--- src/design/nrmc_pkg.sv ---
`timescale 1ns / 1ps
// ----------------------------------------------------------------------------
// nrmc_pkg
// Shared types and constants for the RMC sentence field extractor.
// ----------------------------------------------------------------------------
package nrmc_pkg;

  localparam logic [7:0] CH_START = 8'h24;
  localparam logic [7:0] CH_COMMA = 8'h2C;

  localparam logic [2:0] KIND_LAT    = 3'd0;
  localparam logic [2:0] KIND_LON    = 3'd1;
  localparam logic [2:0] KIND_TIME   = 3'd2;
  localparam logic [2:0] KIND_NOGPS  = 3'd3;
  localparam logic [2:0] KIND_NOTIME = 3'd4;

  localparam logic [3:0] FLD_TIME = 4'd1;
  localparam logic [3:0] FLD_LAT  = 4'd3;
  localparam logic [3:0] FLD_LATH = 4'd4;
  localparam logic [3:0] FLD_LONH = 4'd6;
  localparam logic [3:0] FLD_DATE = 4'd9;

  localparam logic [3:0] LAT_LEN   = 4'd11;
  localparam logic [3:0] LON_LEN   = 4'd12;
  localparam logic [3:0] STAMP_LEN = 4'd6;
  localparam logic [3:0] BURST_LAST = 4'd11;
  localparam logic [3:0] CNT_MAX   = 4'd15;

  // One queued job: a single result, or a twelve-character time/date burst
  typedef struct packed {
    logic             burst;
    logic [2:0]       kind;
    logic [11:0][7:0] chars;
  } job_t;

endpackage

--- src/design/nrmc_front.sv ---
`timescale 1ns / 1ps
// ----------------------------------------------------------------------------
// nrmc_front
// Byte parser: tracks sentence, field and character position, stores time
// and date characters and posts result jobs to the queue.
// ----------------------------------------------------------------------------
module nrmc_front (
  input  logic               clk,
  input  logic               rst_n,
  input  logic               in_valid,
  input  logic [7:0]         in_rx_byte,
  input  logic               q_full,
  input  logic [7:0]         no_lock_digit,
  output logic               push,
  output nrmc_pkg::job_t     push_job
);
  import nrmc_pkg::*;

  logic       in_sent_r, in_sent_nxt;
  logic [3:0] fld_r, fld_nxt;
  logic [3:0] cif_r, cif_nxt;
  logic       lat_r, lat_nxt;
  logic [5:0][7:0] time_r;
  logic [5:0][7:0] date_r;

  logic       accept;
  logic       start;
  logic       comma;
  logic       lat_eff;
  logic       in_group;
  logic       latg;
  logic [3:0] fld_inc;
  logic [3:0] cif_inc;
  logic       time_wr;
  logic       date_wr;

  assign accept  = in_valid && !q_full;
  assign start   = (in_rx_byte == CH_START);
  assign comma   = (in_rx_byte == CH_COMMA);
  assign fld_inc = (fld_r == CNT_MAX) ? CNT_MAX : fld_r + 4'd1;
  assign cif_inc = (cif_r == CNT_MAX) ? CNT_MAX : cif_r + 4'd1;
  assign lat_eff = (fld_r == FLD_LAT && cif_r == 4'd0) ? !comma : lat_r;
  assign in_group = (fld_r >= FLD_LAT) && (fld_r <= FLD_LONH);
  assign latg    = (fld_r <= FLD_LATH);

  always_comb begin
    in_sent_nxt = in_sent_r;
    fld_nxt     = fld_r;
    cif_nxt     = cif_r;
    lat_nxt     = lat_r;
    push        = 1'b0;
    push_job    = '0;
    time_wr     = 1'b0;
    date_wr     = 1'b0;
    if (accept) begin
      if (start) begin
        in_sent_nxt = 1'b1;
        fld_nxt     = '0;
        cif_nxt     = '0;
        lat_nxt     = 1'b0;
      end else if (in_sent_r) begin
        lat_nxt = lat_eff;
        if (fld_r == FLD_TIME && comma && cif_r == 4'd0) begin
          push          = 1'b1;
          push_job.kind = KIND_NOGPS;
          in_sent_nxt   = 1'b0;
        end else if (in_group) begin
          if (lat_eff && cif_r < (latg ? LAT_LEN : LON_LEN)) begin
            push              = 1'b1;
            push_job.kind     = latg ? KIND_LAT : KIND_LON;
            push_job.chars[0] = in_rx_byte;
          end
          if (comma && (fld_r == FLD_LATH || fld_r == FLD_LONH)) begin
            cif_nxt = '0;
          end else begin
            cif_nxt = cif_inc;
          end
          if (comma) begin
            fld_nxt = fld_inc;
          end
        end else if (comma) begin
          fld_nxt = fld_inc;
          cif_nxt = '0;
        end else begin
          time_wr = (fld_r == FLD_TIME) && (cif_r < STAMP_LEN);
          date_wr = (fld_r == FLD_DATE) && (cif_r < STAMP_LEN);
          if (date_wr && cif_r == STAMP_LEN - 4'd1) begin
            push        = 1'b1;
            in_sent_nxt = 1'b0;
            if (date_r[4] == no_lock_digit) begin
              push_job.kind = KIND_NOTIME;
            end else begin
              push_job.kind  = KIND_TIME;
              push_job.burst = 1'b1;
              push_job.chars = {in_rx_byte, date_r[4:0], time_r};
            end
          end
          cif_nxt = cif_inc;
        end
      end
    end
  end

  always_ff @(posedge clk) begin
    if (!rst_n) begin
      in_sent_r <= 1'b0;
      fld_r     <= '0;
      cif_r     <= '0;
      lat_r     <= 1'b0;
    end else begin
      in_sent_r <= in_sent_nxt;
      fld_r     <= fld_nxt;
      cif_r     <= cif_nxt;
      lat_r     <= lat_nxt;
    end
  end

  always_ff @(posedge clk) begin
    if (time_wr) begin
      time_r[cif_r[2:0]] <= in_rx_byte;
    end
    if (date_wr) begin
      date_r[cif_r[2:0]] <= in_rx_byte;
    end
  end

endmodule

--- src/design/nrmc_queue.sv ---
`timescale 1ns / 1ps
// ----------------------------------------------------------------------------
// nrmc_queue
// Two-entry job queue between parser and result sequencer.
// ----------------------------------------------------------------------------
module nrmc_queue (
  input  logic               clk,
  input  logic               rst_n,
  input  logic               push,
  input  nrmc_pkg::job_t     push_job,
  input  logic               pop,
  output logic               full,
  output logic               avail,
  output nrmc_pkg::job_t     head
);
  import nrmc_pkg::*;

  job_t       ent_r [2];
  logic       wptr_r, wptr_nxt;
  logic       rptr_r, rptr_nxt;
  logic [1:0] cnt_r, cnt_nxt;

  assign full  = (cnt_r == 2'd2);
  assign avail = (cnt_r != 2'd0);
  assign head  = ent_r[rptr_r];

  always_comb begin
    wptr_nxt = push ? !wptr_r : wptr_r;
    rptr_nxt = pop ? !rptr_r : rptr_r;
    cnt_nxt  = cnt_r + {1'b0, push} - {1'b0, pop};
  end

  always_ff @(posedge clk) begin
    if (!rst_n) begin
      wptr_r <= 1'b0;
      rptr_r <= 1'b0;
      cnt_r  <= '0;
    end else begin
      wptr_r <= wptr_nxt;
      rptr_r <= rptr_nxt;
      cnt_r  <= cnt_nxt;
    end
  end

  always_ff @(posedge clk) begin
    if (push) begin
      ent_r[wptr_r] <= push_job;
    end
  end

endmodule

--- src/design/nrmc_back.sv ---
`timescale 1ns / 1ps
// ----------------------------------------------------------------------------
// nrmc_back
// Result sequencer: unrolls queued jobs into result transfers through an
// output register.
// ----------------------------------------------------------------------------
module nrmc_back (
  input  logic               clk,
  input  logic               rst_n,
  input  logic               avail,
  input  nrmc_pkg::job_t     head,
  output logic               pop,
  output logic               out_valid,
  input  logic               out_stall,
  output logic [2:0]         out_kind,
  output logic [7:0]         out_char_value,
  output logic               out_last
);
  import nrmc_pkg::*;

  logic       valid_r;
  logic [2:0] kind_r;
  logic [7:0] char_r;
  logic       last_r;
  logic [3:0] idx_r, idx_nxt;
  logic       load;
  logic       done;

  assign load = avail && (!valid_r || !out_stall);
  assign done = !head.burst || (idx_r == BURST_LAST);
  assign pop  = load && done;

  always_comb begin
    idx_nxt = idx_r;
    if (load) begin
      idx_nxt = done ? 4'd0 : idx_r + 4'd1;
    end
  end

  always_ff @(posedge clk) begin
    if (!rst_n) begin
      valid_r <= 1'b0;
      idx_r   <= '0;
    end else begin
      idx_r <= idx_nxt;
      if (load) begin
        valid_r <= 1'b1;
      end else if (!out_stall) begin
        valid_r <= 1'b0;
      end
    end
  end

  always_ff @(posedge clk) begin
    if (load) begin
      kind_r <= head.kind;
      char_r <= head.burst ? head.chars[idx_r] : head.chars[0];
      last_r <= done;
    end
  end

  assign out_valid      = valid_r;
  assign out_kind       = kind_r;
  assign out_char_value = char_r;
  assign out_last       = last_r;

endmodule

--- src/design/nmea_rmc_field_extractor.sv ---
`timescale 1ns / 1ps
// ----------------------------------------------------------------------------
// nmea_rmc_field_extractor
// Picks latitude, longitude, time and date out of RMC sentences.
// Path: a byte's first result goes through the job queue and then the output
//   register of the sequencer before it can transfer.
// Throughput: one byte per cycle; a time/date burst holds the sequencer
//   to its end, and input stalls once the two-entry job queue is full.
// Reset: synchronous active-low; parser leaves any sentence, queue empties,
//   no-lock digit returns to ASCII '8'.
// ----------------------------------------------------------------------------
module nmea_rmc_field_extractor #(
  parameter logic [7:0] NO_LOCK_RESET = 8'd56
) (
  input  logic       clk,
  input  logic       rst_n,
  input  logic       in_valid,
  output logic       in_stall,
  input  logic [7:0] in_rx_byte,
  output logic       out_valid,
  input  logic       out_stall,
  output logic [2:0] out_kind,
  output logic [7:0] out_char_value,
  output logic       out_last,
  input  logic       cfg_valid,
  output logic       cfg_ready,
  input  logic [7:0] cfg_no_lock_year_digit
);
  import nrmc_pkg::*;

  logic [7:0] no_lock_r;
  logic       q_full;
  logic       q_avail;
  logic       push;
  logic       pop;
  job_t       push_job;
  job_t       head;

  assign cfg_ready = 1'b1;
  assign in_stall  = q_full;

  always_ff @(posedge clk) begin
    if (!rst_n) begin
      no_lock_r <= NO_LOCK_RESET;
    end else if (cfg_valid && cfg_ready) begin
      no_lock_r <= cfg_no_lock_year_digit;
    end
  end

  nrmc_front u_front (
    .clk           (clk),
    .rst_n         (rst_n),
    .in_valid      (in_valid),
    .in_rx_byte    (in_rx_byte),
    .q_full        (q_full),
    .no_lock_digit (no_lock_r),
    .push          (push),
    .push_job      (push_job)
  );

  nrmc_queue u_queue (
    .clk      (clk),
    .rst_n    (rst_n),
    .push     (push),
    .push_job (push_job),
    .pop      (pop),
    .full     (q_full),
    .avail    (q_avail),
    .head     (head)
  );

  nrmc_back u_back (
    .clk            (clk),
    .rst_n          (rst_n),
    .avail          (q_avail),
    .head           (head),
    .pop            (pop),
    .out_valid      (out_valid),
    .out_stall      (out_stall),
    .out_kind       (out_kind),
    .out_char_value (out_char_value),
    .out_last       (out_last)
  );

  // status results carry no character and end their burst
  a_status_fmt : assert property (@(posedge clk) disable iff (!rst_n)
    out_valid && (out_kind == KIND_NOGPS || out_kind == KIND_NOTIME)
    |-> out_char_value == 8'd0 && out_last)
    else $error("status result malformed");

  // only time/date bursts span several transfers
  a_multi_only_time : assert property (@(posedge clk) disable iff (!rst_n)
    out_valid && !out_last |-> out_kind == KIND_TIME)
    else $error("non-final result outside a time/date burst");

  // nothing is queued when the queue is full
  a_no_overflow : assert property (@(posedge clk) disable iff (!rst_n)
    q_full |-> !push)
    else $error("push into full queue");

endmodule
--- config.mk ---
export PLATFORM = sky130hd
export DESIGN_NAME = nmea_rmc_field_extractor
export DESIGN_NICKNAME = d
export VERILOG_FILES = /design/src/design/nrmc_pkg.sv /design/src/design/nrmc_front.sv /design/src/design/nrmc_queue.sv /design/src/design/nrmc_back.sv /design/src/design/nmea_rmc_field_extractor.sv
export SDC_FILE = /design/constraint.sdc
export NUM_CORES = 1
export LEC_CHECK = 0
export BUFFER_PORTS_ARGS = -buffer_cell sky130_fd_sc_hd__buf_2
export CAP_MARGIN = 0
export CORE_MARGIN = 10
export CORE_UTILIZATION = 62
export CTS_BUF_LIST = sky130_fd_sc_hd__clkbuf_16
export CTS_CLUSTER_SIZE = 25
export DETAILED_ROUTE_END_ITERATION = 8
export PLACE_DENSITY = 0.79
export SYNTH_ARGS = -nofsm -noshare
export SYNTH_HDL_FRONTEND = slang
export SYNTH_SLANG_ARGS = --single-unit
--- constraint.sdc ---
create_clock -name clk -period 6.7 [get_ports clk]
set_clock_uncertainty 0.1 [all_clocks]
set_input_delay 1.34 -clock clk [delete_from_list [all_inputs] [get_ports clk]]
set_output_delay 1.34 -clock clk [all_outputs]
set_load 0.05 [all_outputs]
# Yosys cells after proc, flatten, opt, wreduce, memory -nomap -nowiden
# Memories as Yosys holds them, arrays and structs flattened. A register that Yosys moved wholly into a read port is not among the register bits.
# Cells that the tools add are included.
# op_classes
n_addsub,5
multipliers,0
div_mod_pow,0
magnitude_cmp,8
eq_ne,15
shifts,0
mux,74
bitwise,0
n_reduce_logical,30
# op_table
op,count
100-bit two-way mux,5
96-bit two-way mux,2
48-bit bitwise mux,2
88-bit two-way mux,1
4-bit two-way mux,13
8-bit two-way mux,5
1-bit two-way mux,39
8-bit binary-select mux with 4-bit select,1
8-bit demux with 3-bit select,1
"4-bit == test, second input constant",4
"8-bit by 6-bit == test with 1-bit output, second input constant",2
3-bit two-way mux,5
1-bit logical AND,13
"4-bit by 1-bit adder with 4-bit output, second input constant",3
"4-bit by 3-bit == test with 1-bit output, second input constant",3
8-bit == test,1
"4-bit by 3-bit <= comparator with 1-bit output, second input constant",2
1-bit logical NOT,7
2-bit nonzero test,3
"4-bit by 5-bit less-than comparator with 1-bit output, second input constant",1
"4-bit by 1-bit == test with 1-bit output, second input constant",1
"4-bit by 2-bit == test with 1-bit output, second input constant",1
"4-bit by 2-bit >= comparator with 1-bit output, second input constant",1
4-bit logical NOT,1
12 further kinds,15
# word_totals
regBits,135
latchBits,0
ram_bits,200
romBits,0
input_bits,21
mem_count,1
# memory_table
memory,words,word_bits,rd,rd_ports_with_merged_regs,wr,line,source
u_queue.ent_r,2,100,1,1,1,nrmc_queue.sv:18,job_t ent_r [2];

# Depth between registers and ports, before layout
# Gate-level depths: netlist (run 1).
# depth
word_depth,12
mapped_depth,14

# By module
# From an unflattened synthesis (run 1), not the netlist that was laid out.
# unflattened
hier_cells,835
area_unflattened_um2,14219.9
# modules_own_cells
mod,instances,cells_per_inst,area_each_um2
nrmc_queue,1,332,7946.4
nrmc_front,1,348,4489.3
nrmc_back,1,128,1478.9
nmea_rmc_field_extractor,1,27,305.3

# Least setup slack after synthesis (run 1)
# Ideal clock, no wire load.
# synth_timing
kind,in2reg
startpoint,input in_rx_byte[4]
endpoint,"memory u_queue.ent_r[0][0] (netlist name), enable pin"
setup_time_ns,0.455
t_arrival_ns,4.359
t_required_ns,6.145
slack_ns,1.786
path_stages,4
n_path_buf,0
path_cell_list,nor4b_1 > nand3_1 > mux2_2 > o211a_1
# synth_via
elab_chain_len,12
elab_cells_between_ends,16
# synth_lines
item,line,source
start: declaration,nmea_rmc_field_extractor.sv:19,"input logic [7:0] in_rx_byte,"
8-bit by 6-bit == test with 1-bit output,nrmc_front.sv:39,assign comma = (in_rx_byte == CH_COMMA);
1-bit logical NOT,nrmc_front.sv:42,assign lat_eff = (fld_r == FLD_LAT && cif_r == 4'd0) ? !comma : lat_r;
1-bit two-way mux,nrmc_front.sv:42,
1-bit logical AND,nrmc_front.sv:68,if (lat_eff && cif_r < (latg ? LAT_LEN : LON_LEN)) begin
1-bit two-way mux,nrmc_front.sv:68,
1-bit two-way mux,nrmc_front.sv:67,end else if (in_group) begin
1-bit two-way mux,nrmc_front.sv:63,if (fld_r == FLD_TIME && comma && cif_r == 4'd0) begin
1-bit two-way mux,nrmc_front.sv:61,end else if (in_sent_r) begin
1-bit two-way mux *,nrmc_front.sv:56,if (start) begin
1-bit two-way mux *,nrmc_front.sv:55,if (accept) begin
1-bit two-way mux *,nrmc_queue.sv:46,if (push) begin
1-bit two-way mux (implied by the code) *,nrmc_queue.sv:47,ent_r[wptr_r] <= push_job;
end: declaration,nrmc_queue.sv:18,
# Mark *: on every way between the ends. The rest lies on a longest branch, timed or not.

# Worst setup path in the final report (run 1)
# layout_timing
startpoint,register u_front.cif_r[1]
endpoint,"memory u_queue.ent_r[1][58] (netlist name), enable pin"
# layout_via
elab_chain_len,12
elab_cells_between_ends,20
# layout_lines
item,line,source
start: declaration,nrmc_front.sv:21,"logic [3:0] cif_r, cif_nxt;"
start signal: assignment,nrmc_front.sv:113,cif_r <= cif_nxt;
4-bit by 3-bit less-than comparator with 1-bit output / 4-bit logical NOT (equally long branches),"nrmc_front.sv:86, nrmc_front.sv:42, nrmc_front.sv:63",
1-bit logical AND (on tied branches),"nrmc_front.sv:86, nrmc_front.sv:42",
1-bit logical AND / 1-bit two-way mux (equally long branches),"nrmc_front.sv:87, nrmc_front.sv:42",
1-bit two-way mux / 1-bit logical AND (equally long branches),"nrmc_front.sv:87, nrmc_front.sv:68",
1-bit two-way mux (on tied branches),"nrmc_front.sv:81, nrmc_front.sv:68",
1-bit two-way mux,nrmc_front.sv:67,
1-bit two-way mux *,nrmc_front.sv:63,
1-bit two-way mux *,nrmc_front.sv:61,
1-bit two-way mux *,nrmc_front.sv:56,
1-bit two-way mux *,nrmc_front.sv:55,
1-bit two-way mux *,nrmc_queue.sv:46,
1-bit two-way mux (implied by the code) *,nrmc_queue.sv:47,
# Marked as above.

==> results of run 1 <==
[flip-flops by register name, summed over array words and instances (netlist names), named ones only]
register	count
u_front.cif_r	4
u_back.out_valid	1
u_front.lat_r	1
u_queue.cnt_r	2
u_back.out_kind	3
u_back.out_last	1
u_queue.rptr_r	1
no_lock_r	8
u_front.in_sent_r	1
u_back.out_char_value	8
u_queue.ent_r	200
u_queue.wptr_r	1
u_front.time_r	48
u_front.date_r	40
u_back.idx_r	4
u_front.fld_r	4
[per-layer routing]
layer / share of wire / wire length [microns] / track usage
met2: 0.51 / 13710 / 0.3180
met1: 0.39 / 10410 / 0.2376
met4: 0.030 / 812 / 0.06682
met3: 0.072 / 1938 / 0.03930
met5: 0 / 0 / 0
[where the power goes]
part	internal, W	switching, W	leakage [nW]	total [W]
combinational	0.0000112	0.0000231	1.35	0.0000342
clock	0.000913	0.000713	0.482	0.00163
sequential	0.00221	0.00000241	2.97	0.00221
total	0.00313	0.000738	4.79	0.00387
[final timing paths]
path	end	slack, ns	cells after the start
worst max-delay path	u_queue.ent_r[1][58]	2.52	8
worst min-delay path	u_back.out_valid	0.39	2
worst max register to register	u_queue.ent_r[1][58]	2.52	8
worst min register to register	u_back.out_valid	0.39	2
[worst max-delay path: cells and delay by family, from the launching register on]
family	cells	cell delay, ns
compound gates	1	0.76
simple gates	3	1.20
flops	1	0.47
buf+inv	2	0.84
mux	1	0.23
fa+ha+maj	1	0.16
[metrics by stage]
step,hold slack (ns),util,instances
2_1_floorplan,0.3636,-,773
3_3_place_gp,0.3742,0.6550,1057
3_5_place_dp,0.3838,0.6550,1057
4_1_cts,0.3939,0.6997,1112
5_1_grt,0.4267,0.6997,1112
6_report,0.3864,0.6998,1113
[cells by family (layout without fill, tap and decap cells)]
group / count (synthesis) / in the layout / share of synthesized area
AOI/OAI and AO/OA: 69 / 69 / 0.04086
xor gates and xnor gates: 14 / 14 / 0.009205
adders and majority gates: 11 / 11 / 0.01033
buffers and inverters: 53 / 117 / 0.01813
DFF: 328 / 328 / 0.7183
muxes: 106 / 106 / 0.1188
other: 1 / 2 / 0.0002815
and+or+nand+nor: 191 / 191 / 0.08406
[cells in the final DEF, fill, tap and decap left out, types with 11 or more instances in the layout]
cell / instances
ha_1: 11
mux4_2: 40
and2_1: 94
inv_1: 20
xnor2_1: 11
buf_2: 34
nand2_1: 16
nor2_1: 21
dfxtp_1: 26
buf_4: 14
clkbuf_16: 31
mux2i_1: 58
edfxtp_1: 300
[cell type report]
cell class | count | area, sq um | area share
inverter | 14 | 52.55 | 0.003561
sequential | 328 | 9574 | 0.6488
clock inverter | 24 | 166.4 | 0.01128
clock buffer | 31 | 775.7 | 0.05257
antenna | 1 | 2.502 | 0.0001696
timing repair buffer | 48 | 275.3 | 0.01865
multi-input combinational | 392 | 3566 | 0.2416
tap | 275 | 344.1 | 0.02332
==> impl_results.html, run 1 <==
<table>
<tr><th>Metric</th><th>Value</th></tr>
<tr><th colspan="2">Setup path</th></tr>
<tr><td>Cell breakdown of the critical path</td><td>inv_1 -&gt; ha_1 -&gt; or3b_4 -&gt; or4b_4 -&gt; mux2i_4 -&gt; nor2_2 -&gt; o211a_4 -&gt; buf_4</td></tr>
<tr><td>Library cell contributing the largest single delay on the critical path</td><td>o211a_4</td></tr>
<tr><td>Critical Path Max Stage Delay</td><td>0.76 ns</td></tr>
<tr><td>Worst setup SP type</td><td>flop</td></tr>
<tr><td>Critical path origin</td><td>u_front.cif_r[1]</td></tr>
<tr><td>Reg-to-reg critical path startpoint</td><td>u_front.cif_r[1]</td></tr>
<tr><td>Class of the most critical setup path</td><td>reg2reg</td></tr>
<tr><td>Required time of the worst setup path</td><td>6.78 ns</td></tr>
<tr><td>Critical path endpoint category</td><td>flop</td></tr>
<tr><td>Data arrival, critical path</td><td>4.26 ns</td></tr>
<tr><td>Crit-path max FO</td><td>56</td></tr>
<tr><th colspan="2">STA</th></tr>
<tr><td>Max Slew Vio Count</td><td>0</td></tr>
<tr><td>Final hold vios</td><td>0</td></tr>
<tr><td>Max_slew headroom</td><td>0.2010</td></tr>
<tr><td>Slew at the pin closest to its max-slew limit</td><td>1.192 ns</td></tr>
<tr><td>Worst setup slack after layout</td><td>2.523 ns</td></tr>
<tr><td>Final period utilization</td><td>0.6234</td></tr>
<tr><td>Setup repair after global routing missed its margin</td><td>no</td></tr>
<tr><td>Total negative setup slack</td><td>0 ns</td></tr>
<tr><td>Post-layout min period</td><td>4.177 ns</td></tr>
<tr><td>Max Clock Freq</td><td>239.4 MHz</td></tr>
<tr><td>Number of failing setup endpoints in the final timing report</td><td>0</td></tr>
<tr><th colspan="2">Placed design</th></tr>
<tr><td>DPL Wire Length</td><td>16.46 mm</td></tr>
<tr><td>Port Buffers</td><td>34</td></tr>
<tr><td>Placed Instance Area</td><td>0.01381 sq mm</td></tr>
<tr><td>Worst-case setup slack after placement</td><td>2.035 ns</td></tr>
<tr><td>RePlAce Congestion</td><td>0.8767</td></tr>
<tr><th colspan="2">Hold path</th></tr>
<tr><td>Kind of path behind the tightest hold check</td><td>reg2reg</td></tr>
<tr><td>Critical hold path startpoint</td><td>u_back.out_valid</td></tr>
<tr><th colspan="2">Clocking</th></tr>
<tr><td>Number of buffers inserted during clock tree synthesis</td><td>31</td></tr>
<tr><td>Number of resized instances in the post-cts repair step</td><td>0</td></tr>
<tr><td>Clock tree from TritonCTS</td><td>done</td></tr>
<tr><td>Cts-stage hold buffer count</td><td>0</td></tr>
<tr><td>CTS root buf</td><td>clkbuf_16</td></tr>
<tr><td>Count of H-tree levels built during CTS</td><td>1</td></tr>
<tr><td>Clock tree sinks</td><td>328</td></tr>
<tr><td>Clock-pin transition on the worst setup and hold timing paths</td><td>0.06 ns</td></tr>
<tr><td>Buffers from clock root to sink, at most</td><td>3</td></tr>
<tr><td>Clock latency at the later pin of the worst-skew pair</td><td>0.55 ns</td></tr>
<tr><td>Post-CTS Setup Repair Bufs</td><td>0</td></tr>
<tr><th colspan="2">Detailed routing</th></tr>
<tr><td>Number of antenna-violating nets in the routed design</td><td>0</td></tr>
<tr><td>DRC violation count after routing</td><td>0</td></tr>
<tr><td>Number of detailed-route iterations in the first pass</td><td>5</td></tr>
<tr><td>DR vias/cell</td><td>6.228</td></tr>
<tr><td>WL/cell</td><td>24.14 microns</td></tr>
<tr><td>Total length of routed wires</td><td>26.87 mm</td></tr>
<tr><td>Iteration-0 DRC count of the detailed router</td><td>666</td></tr>
<tr><td>Via count</td><td>6932</td></tr>
<tr><th colspan="2">Global route</th></tr>
<tr><td>Maximum number of pins on one net before global-route repair</td><td>98</td></tr>
<tr><td>Number of antenna violations at the first check in global routing</td><td>1</td></tr>
<tr><td>Total congestion overflow after global routing</td><td>0</td></tr>
<tr><td>Global-route wire length before repair</td><td>41.34 mm</td></tr>
<tr><td>Global-route usage over all layers</td><td>0.1886</td></tr>
<tr><td>Via count of the first global-routing pass</td><td>7172</td></tr>
<tr><th colspan="2">Floorplan</th></tr>
<tr><td>Horizontal die dimension</td><td>166.6 microns</td></tr>
<tr><td>Initial Util</td><td>0.6317</td></tr>
<tr><td>Number of top-level pins</td><td>36</td></tr>
<tr><td>Die outline area</td><td>0.02775 sq mm</td></tr>
<tr><td>Die height</td><td>166.6 microns</td></tr>
<tr><td>Row count</td><td>53</td></tr>
<tr><td>Area inside the core boundary</td><td>0.02109 sq mm</td></tr>
<tr><th colspan="2">Synth</th></tr>
<tr><td>Most used standard cell by instance count after synthesis</td><td>edfxtp_1</td></tr>
<tr><td>Post-Synthesis Mean Instance Area</td><td>17.23 sq um</td></tr>
<tr><td>Largest area contributor in the synthesized netlist</td><td>edfxtp_1</td></tr>
<tr><td>Most frequent cells after synthesis</td><td>edfxtp_1 (300), and2_1 (94), mux2i_1 (58), mux4_2 (40), dfxtp_1 (28)</td></tr>
<tr><td>Part of the Yosys area used for sequential elements</td><td>0.7183</td></tr>
<tr><td>Number of nets produced by synthesis</td><td>805</td></tr>
<tr><td>Seq cells post-synth</td><td>328</td></tr>
<tr><td>Top cells by area in the synthesized netlist</td><td>edfxtp_1 (68%), mux4_2 (6.8%), and2_1 (4.4%)</td></tr>
<tr><td>Synth Cell Area</td><td>0.01332 sq mm</td></tr>
<tr><td>Count of unique library cells instantiated by Yosys</td><td>58</td></tr>
<tr><td>Primary flip-flop cell chosen by synthesis mapping</td><td>edfxtp_1</td></tr>
<tr><td>Ys async rst share</td><td>0</td></tr>
<tr><td>Post-synth EDFFs</td><td>300</td></tr>
<tr><td>Cell count after synthesis</td><td>773</td></tr>
<tr><td>Yosys warning count</td><td>0</td></tr>
<tr><td>Area share of the largest cell type after synthesis</td><td>0.6762</td></tr>
<tr><th colspan="2">Run</th></tr>
<tr><td>Number of max-capacitance violations reported</td><td>0</td></tr>
<tr><th colspan="2">Outcome</th></tr>
<tr><td>Run status</td><td>finished clean</td></tr>
<tr><th colspan="2">Cells and area</th></tr>
<tr><td>Layout cells sized above 1</td><td>0.1864</td></tr>
<tr><td>Total Nets Final</td><td>847</td></tr>
<tr><td>Fillers</td><td>1281</td></tr>
<tr><td>Synthesis-to-finish area growth</td><td>10.77%</td></tr>
<tr><td>Final cell area excluding filler cells</td><td>0.01476 sq mm</td></tr>
<tr><th colspan="2">Power and ir drop</th></tr>
<tr><td>Total leakage power</td><td>4.793 nW</td></tr>
<tr><td>Power per cell area</td><td>262.4 mW/mm^2</td></tr>
<tr><td>Peak VDD IR</td><td>0.0001732 V</td></tr>
<tr><td>Total power draw</td><td>0.003872 W</td></tr>
</table>
No activity file was read; power rests on OpenSTA's default activity.
==> run 2: changes to the inputs <==
--- a/config.mk
+++ b/config.mk
@@ -8,11 +8,11 @@
 export BUFFER_PORTS_ARGS = -buffer_cell sky130_fd_sc_hd__buf_2
 export CAP_MARGIN = 0
 export CORE_MARGIN = 10
-export CORE_UTILIZATION = 62
+export CORE_UTILIZATION = 56
 export CTS_BUF_LIST = sky130_fd_sc_hd__clkbuf_16
 export CTS_CLUSTER_SIZE = 25
 export DETAILED_ROUTE_END_ITERATION = 8
-export PLACE_DENSITY = 0.79
+export PLACE_DENSITY = 0.76
 export SYNTH_ARGS = -nofsm -noshare
 export SYNTH_HDL_FRONTEND = slang
 export SYNTH_SLANG_ARGS = --single-unit
==> constraint.sdc (replaced) <==
create_clock -name clk -period 3.4 [get_ports clk]
set_clock_uncertainty 0.1 [all_clocks]
set_input_delay 0.68 -clock clk [delete_from_list [all_inputs] [get_ports clk]]
set_output_delay 0.68 -clock clk [all_outputs]
set_load 0.05 [all_outputs]
==> impl_results.html, run 2 (synthesis gave the netlist of run 1 again) <==
<table>
<tr><th>Metric</th><th>Value</th></tr>
<tr><th colspan="2">Detailed routing</th></tr>
<tr><td>Via count</td><td>6884 (-0.69%)</td></tr>
<tr><td>Total length of routed wires</td><td>26.76 mm (-0.40%)</td></tr>
<tr><td>Number of detailed-route iterations in the first pass</td><td>5 (unchanged)</td></tr>
<tr><td>WL/cell</td><td>22.68 microns (-6.1%)</td></tr>
<tr><td>Iteration-0 DRC count of the detailed router</td><td>696 (+4.5%)</td></tr>
<tr><td>DR vias/cell</td><td>5.834 (-6.3%)</td></tr>
<tr><td>Number of antenna-violating nets in the routed design</td><td>0 (unchanged)</td></tr>
<tr><td>DRC violation count after routing</td><td>0 (unchanged)</td></tr>
<tr><th colspan="2">Clocking</th></tr>
<tr><td>Clock tree from TritonCTS</td><td>done</td></tr>
<tr><td>Clock tree sinks</td><td>328 (unchanged)</td></tr>
<tr><td>Count of H-tree levels built during CTS</td><td>1 (unchanged)</td></tr>
<tr><td>Cts-stage hold buffer count</td><td>0 (unchanged)</td></tr>
<tr><td>Number of resized instances in the post-cts repair step</td><td>1 (+1)</td></tr>
<tr><td>CTS root buf</td><td>clkbuf_16</td></tr>
<tr><td>Post-CTS Setup Repair Bufs</td><td>0 (unchanged)</td></tr>
<tr><td>Number of buffers inserted during clock tree synthesis</td><td>31 (unchanged)</td></tr>
<tr><td>Clock latency at the later pin of the worst-skew pair</td><td>0.56 ns (about the same)</td></tr>
<tr><td>Clock-pin transition on the worst setup and hold timing paths</td><td>0.06 ns (about the same)</td></tr>
<tr><td>Buffers from clock root to sink, at most</td><td>3 (unchanged)</td></tr>
<tr><th colspan="2">Global route</th></tr>
<tr><td>Global-route usage over all layers</td><td>0.1730 (-0.01556)</td></tr>
<tr><td>Met1 Track Usage GR</td><td>0.2271 (-0.01054)</td></tr>
<tr><td>Number of antenna violations at the first check in global routing</td><td>0 (-1)</td></tr>
<tr><td>Met3 usage</td><td>0.02535 (-0.01395)</td></tr>
<tr><td>Most utilized layer in the global route result</td><td>met2</td></tr>
<tr><td>Via count of the first global-routing pass</td><td>7231 (+0.82%)</td></tr>
<tr><td>Maximum number of pins on one net before global-route repair</td><td>61 (-38%)</td></tr>
<tr><td>Total congestion overflow after global routing</td><td>0 (unchanged)</td></tr>
<tr><td>Met2 capacity usage during global routing</td><td>0.2974 (-0.02060)</td></tr>
<tr><td>Global-route wire length before repair</td><td>41.31 mm (about the same)</td></tr>
<tr><th colspan="2">Setup path</th></tr>
<tr><td>Critical Path Max Stage Delay</td><td>0.57 ns (-0.19 ns)</td></tr>
<tr><td>Cell breakdown of the critical path</td><td>inv_1 -&gt; ha_1 -&gt; or3b_4 -&gt; or4b_4 -&gt; mux2i_4 -&gt; nor2_4 -&gt; o211a_4 -&gt; buf_12</td></tr>
<tr><td>R2R Setup Slk</td><td>0.29 ns (-2.23 ns)</td></tr>
<tr><td>Required time of the worst setup path</td><td>3.52 ns (-3.26 ns)</td></tr>
<tr><td>Worst setup SP type</td><td>flop</td></tr>
<tr><td>Library cell contributing the largest single delay on the critical path</td><td>or4b_4</td></tr>
<tr><td>Class of the most critical setup path</td><td>reg2reg</td></tr>
<tr><td>Crit-path max FO</td><td>60 (+7.1%)</td></tr>
<tr><td>Critical path endpoint category</td><td>flop</td></tr>
<tr><td>Data arrival, critical path</td><td>3.23 ns (-1.03 ns)</td></tr>
<tr><th colspan="2">Floorplan</th></tr>
<tr><td>Number of top-level pins</td><td>36 (unchanged)</td></tr>
<tr><td>Die outline area</td><td>0.03036 sq mm (+9.4%)</td></tr>
<tr><td>Row count</td><td>56 (+5.7%)</td></tr>
<tr><td>Area inside the core boundary</td><td>0.02347 sq mm (+11%)</td></tr>
<tr><td>Horizontal die dimension</td><td>174.2 microns (+4.6%)</td></tr>
<tr><td>Die height</td><td>174.2 microns (+4.6%)</td></tr>
<tr><td>Initial Util</td><td>0.5675 (-0.06418)</td></tr>
<tr><th colspan="2">STA</th></tr>
<tr><td>Worst setup slack after layout</td><td>0.2932 ns (-2.230 ns)</td></tr>
<tr><td>Post-layout min period</td><td>3.107 ns (-1.070 ns)</td></tr>
<tr><td>Final hold vios</td><td>0 (unchanged)</td></tr>
<tr><td>Slew at the pin closest to its max-slew limit</td><td>1.206 ns (+0.01386 ns)</td></tr>
<tr><td>Max Clock Freq</td><td>321.9 MHz (+34%)</td></tr>
<tr><td>Final period utilization</td><td>0.9138 (+0.2904)</td></tr>
<tr><td>Max Slew Vio Count</td><td>0 (unchanged)</td></tr>
<tr><td>Max_slew headroom</td><td>0.1887 (-0.01232)</td></tr>
<tr><td>Setup repair after global routing missed its margin</td><td>no</td></tr>
<tr><td>Number of failing setup endpoints in the final timing report</td><td>0 (unchanged)</td></tr>
<tr><th colspan="2">Cells and area</th></tr>
<tr><td>Total Nets Final</td><td>870 (+2.7%)</td></tr>
<tr><td>Most frequent cells in the layout</td><td>edfxtp_1 (300), and2_1 (94), mux2i_1 (58), mux4_2 (40), buf_2 (34)</td></tr>
<tr><td>Final cell area excluding filler cells</td><td>0.01505 sq mm (+2.0%)</td></tr>
<tr><td>Number of antenna cells inserted</td><td>0 (-1)</td></tr>
<tr><td>Most common cell after layout, fill and taps aside</td><td>edfxtp_1</td></tr>
<tr><td>Register with the highest flop count</td><td>u_queue.ent_r</td></tr>
<tr><td>Flip-flop count of the largest register, all copies and words added</td><td>200 (unchanged)</td></tr>
<tr><td>Number of standard cells in the final layout excluding fillers</td><td>1180 (+6.0%)</td></tr>
<tr><td>Synthesis-to-finish area growth</td><td>12.95%</td></tr>
<tr><td>End-of-flow core utilization</td><td>0.6410 (-0.05873)</td></tr>
<tr><td>Layout cells sized above 1</td><td>0.2033 (+0.01687)</td></tr>
<tr><th colspan="2">Hold path</th></tr>
<tr><td>Kind of path behind the tightest hold check</td><td>in2reg</td></tr>
<tr><th colspan="2">Placed design</th></tr>
<tr><td>Worst-case setup slack after placement</td><td>-0.07697 ns (-2.112 ns)</td></tr>
<tr><td>Cell total after placement</td><td>1124 (+6.3%)</td></tr>
<tr><td>Port Buffers</td><td>34 (unchanged)</td></tr>
<tr><td>Placed Instance Area</td><td>0.01410 sq mm (+2.1%)</td></tr>
<tr><td>RePlAce Congestion</td><td>0.9013 (+2.8%)</td></tr>
<tr><td>DPL Wire Length</td><td>17.19 mm (+4.4%)</td></tr>
<tr><th colspan="2">Run</th></tr>
<tr><td>Number of max-capacitance violations reported</td><td>0 (unchanged)</td></tr>
<tr><th colspan="2">Power and ir drop</th></tr>
<tr><td>Total power draw</td><td>0.007627 W (+97%)</td></tr>
<tr><td>Total leakage power</td><td>4.926 nW (+2.8%)</td></tr>
<tr><td>Part of the power in combinational logic</td><td>0.010 (about the same)</td></tr>
<tr><td>Peak VDD IR</td><td>0.0004637 V (+170%)</td></tr>
<tr><td>Net switching power of the design</td><td>0.001454 W (+97%)</td></tr>
<tr><td>Internal portion of total power</td><td>0.006173 W (+97%)</td></tr>
<tr><td>Switching power share of the total</td><td>0.1906 (about the same)</td></tr>
<tr><td>Clock network power share</td><td>0.418 (-0.002)</td></tr>
<tr><td>Power per cell area</td><td>506.9 mW/mm^2 (+93%)</td></tr>
<tr><td>Sequential fraction of design power</td><td>0.572 (about the same)</td></tr>
<tr><th colspan="2">Outcome</th></tr>
<tr><td>Run status</td><td>finished clean</td></tr>
</table>
run 2: changes by cell type in the layout (fill, tap and decap cells not counted), sizes merged:
cell / before / now
buf: 48 / 71
inv: 21 / 23
diode: 1 / 0
clkinvlp: 2 / 1
run 2: metal layers:
| metal | up-vias | share of wire |
|---|---|---|
| li1 | 3130 | - |
| met1 | 3495 | 0.42 |
| met2 | 205 | 0.51 |
| met3 | 54 | 0.055 |
| met4 | 0 | 0.023 |
| met5 | - | 0 |
run 2: power by group through the flow:
| stage | clock network (W) | registers (W) | logic (W) |
|---|---|---|---|
| 2_1_floorplan | 0 | 0.00445 | 0.0000312 |
| 3_3_place_gp | 0 | 0.00445 | 0.0000716 |
| 3_5_place_dp | 0 | 0.00445 | 0.0000744 |
| 4_1_cts | 0.00323 | 0.00436 | 0.0000749 |
| 5_1_grt | 0.00340 | 0.00436 | 0.0000817 |
| 6_report | 0.00319 | 0.00436 | 0.0000751 |
run 2: worst max-delay path: cells and delay by family (launching register included):
| kind | cells | cell delay [ns] |
|---|---|---|
| adders and majority gates | 1 | 0.17 |
| and+or+nand+nor | 3 | 1.14 |
| AOI/OAI and AO/OA | 1 | 0.26 |
| DFF | 1 | 0.32 |
| muxes | 1 | 0.24 |
| buffers and inverters | 2 | 0.44 |
run 2: worst paths after layout:
path,startpoint,endpoint,cells past startpoint
max,u_front.cif_r[0],u_queue.ent_r[0][39],8
min,cfg_no_lock_year_digit[3],no_lock_r[3],3
max reg2reg,u_front.cif_r[0],u_queue.ent_r[0][39],8
min reg2reg,no_lock_r[3],no_lock_r[3],2
run 2: metrics by stage:
stage                     setup TNS, ns  hold WS (ns)
after floorplan                       0        0.3636
after global placement                0        0.3765
after detailed placement        -0.9117        0.3908
after CTS                             0        0.2230
after global routing                  0        0.2568
final                                 0        0.2328
run 2: final cells by class:
| type | instances | area (sq um) |
|---|---|---|
| Clock buffer | 31 | 775.7 |
| Clock inverter | 25 | 162.7 |
| Fill cell | 1629 | 8426 |
| Inverter | 14 | 52.55 |
| Multi-Input combinational cell | 392 | 3560 |
| Sequential cell | 328 | 9574 |
| Tap cell | 319 | 399.1 |
| Timing Repair Buffer | 71 | 523.0 |
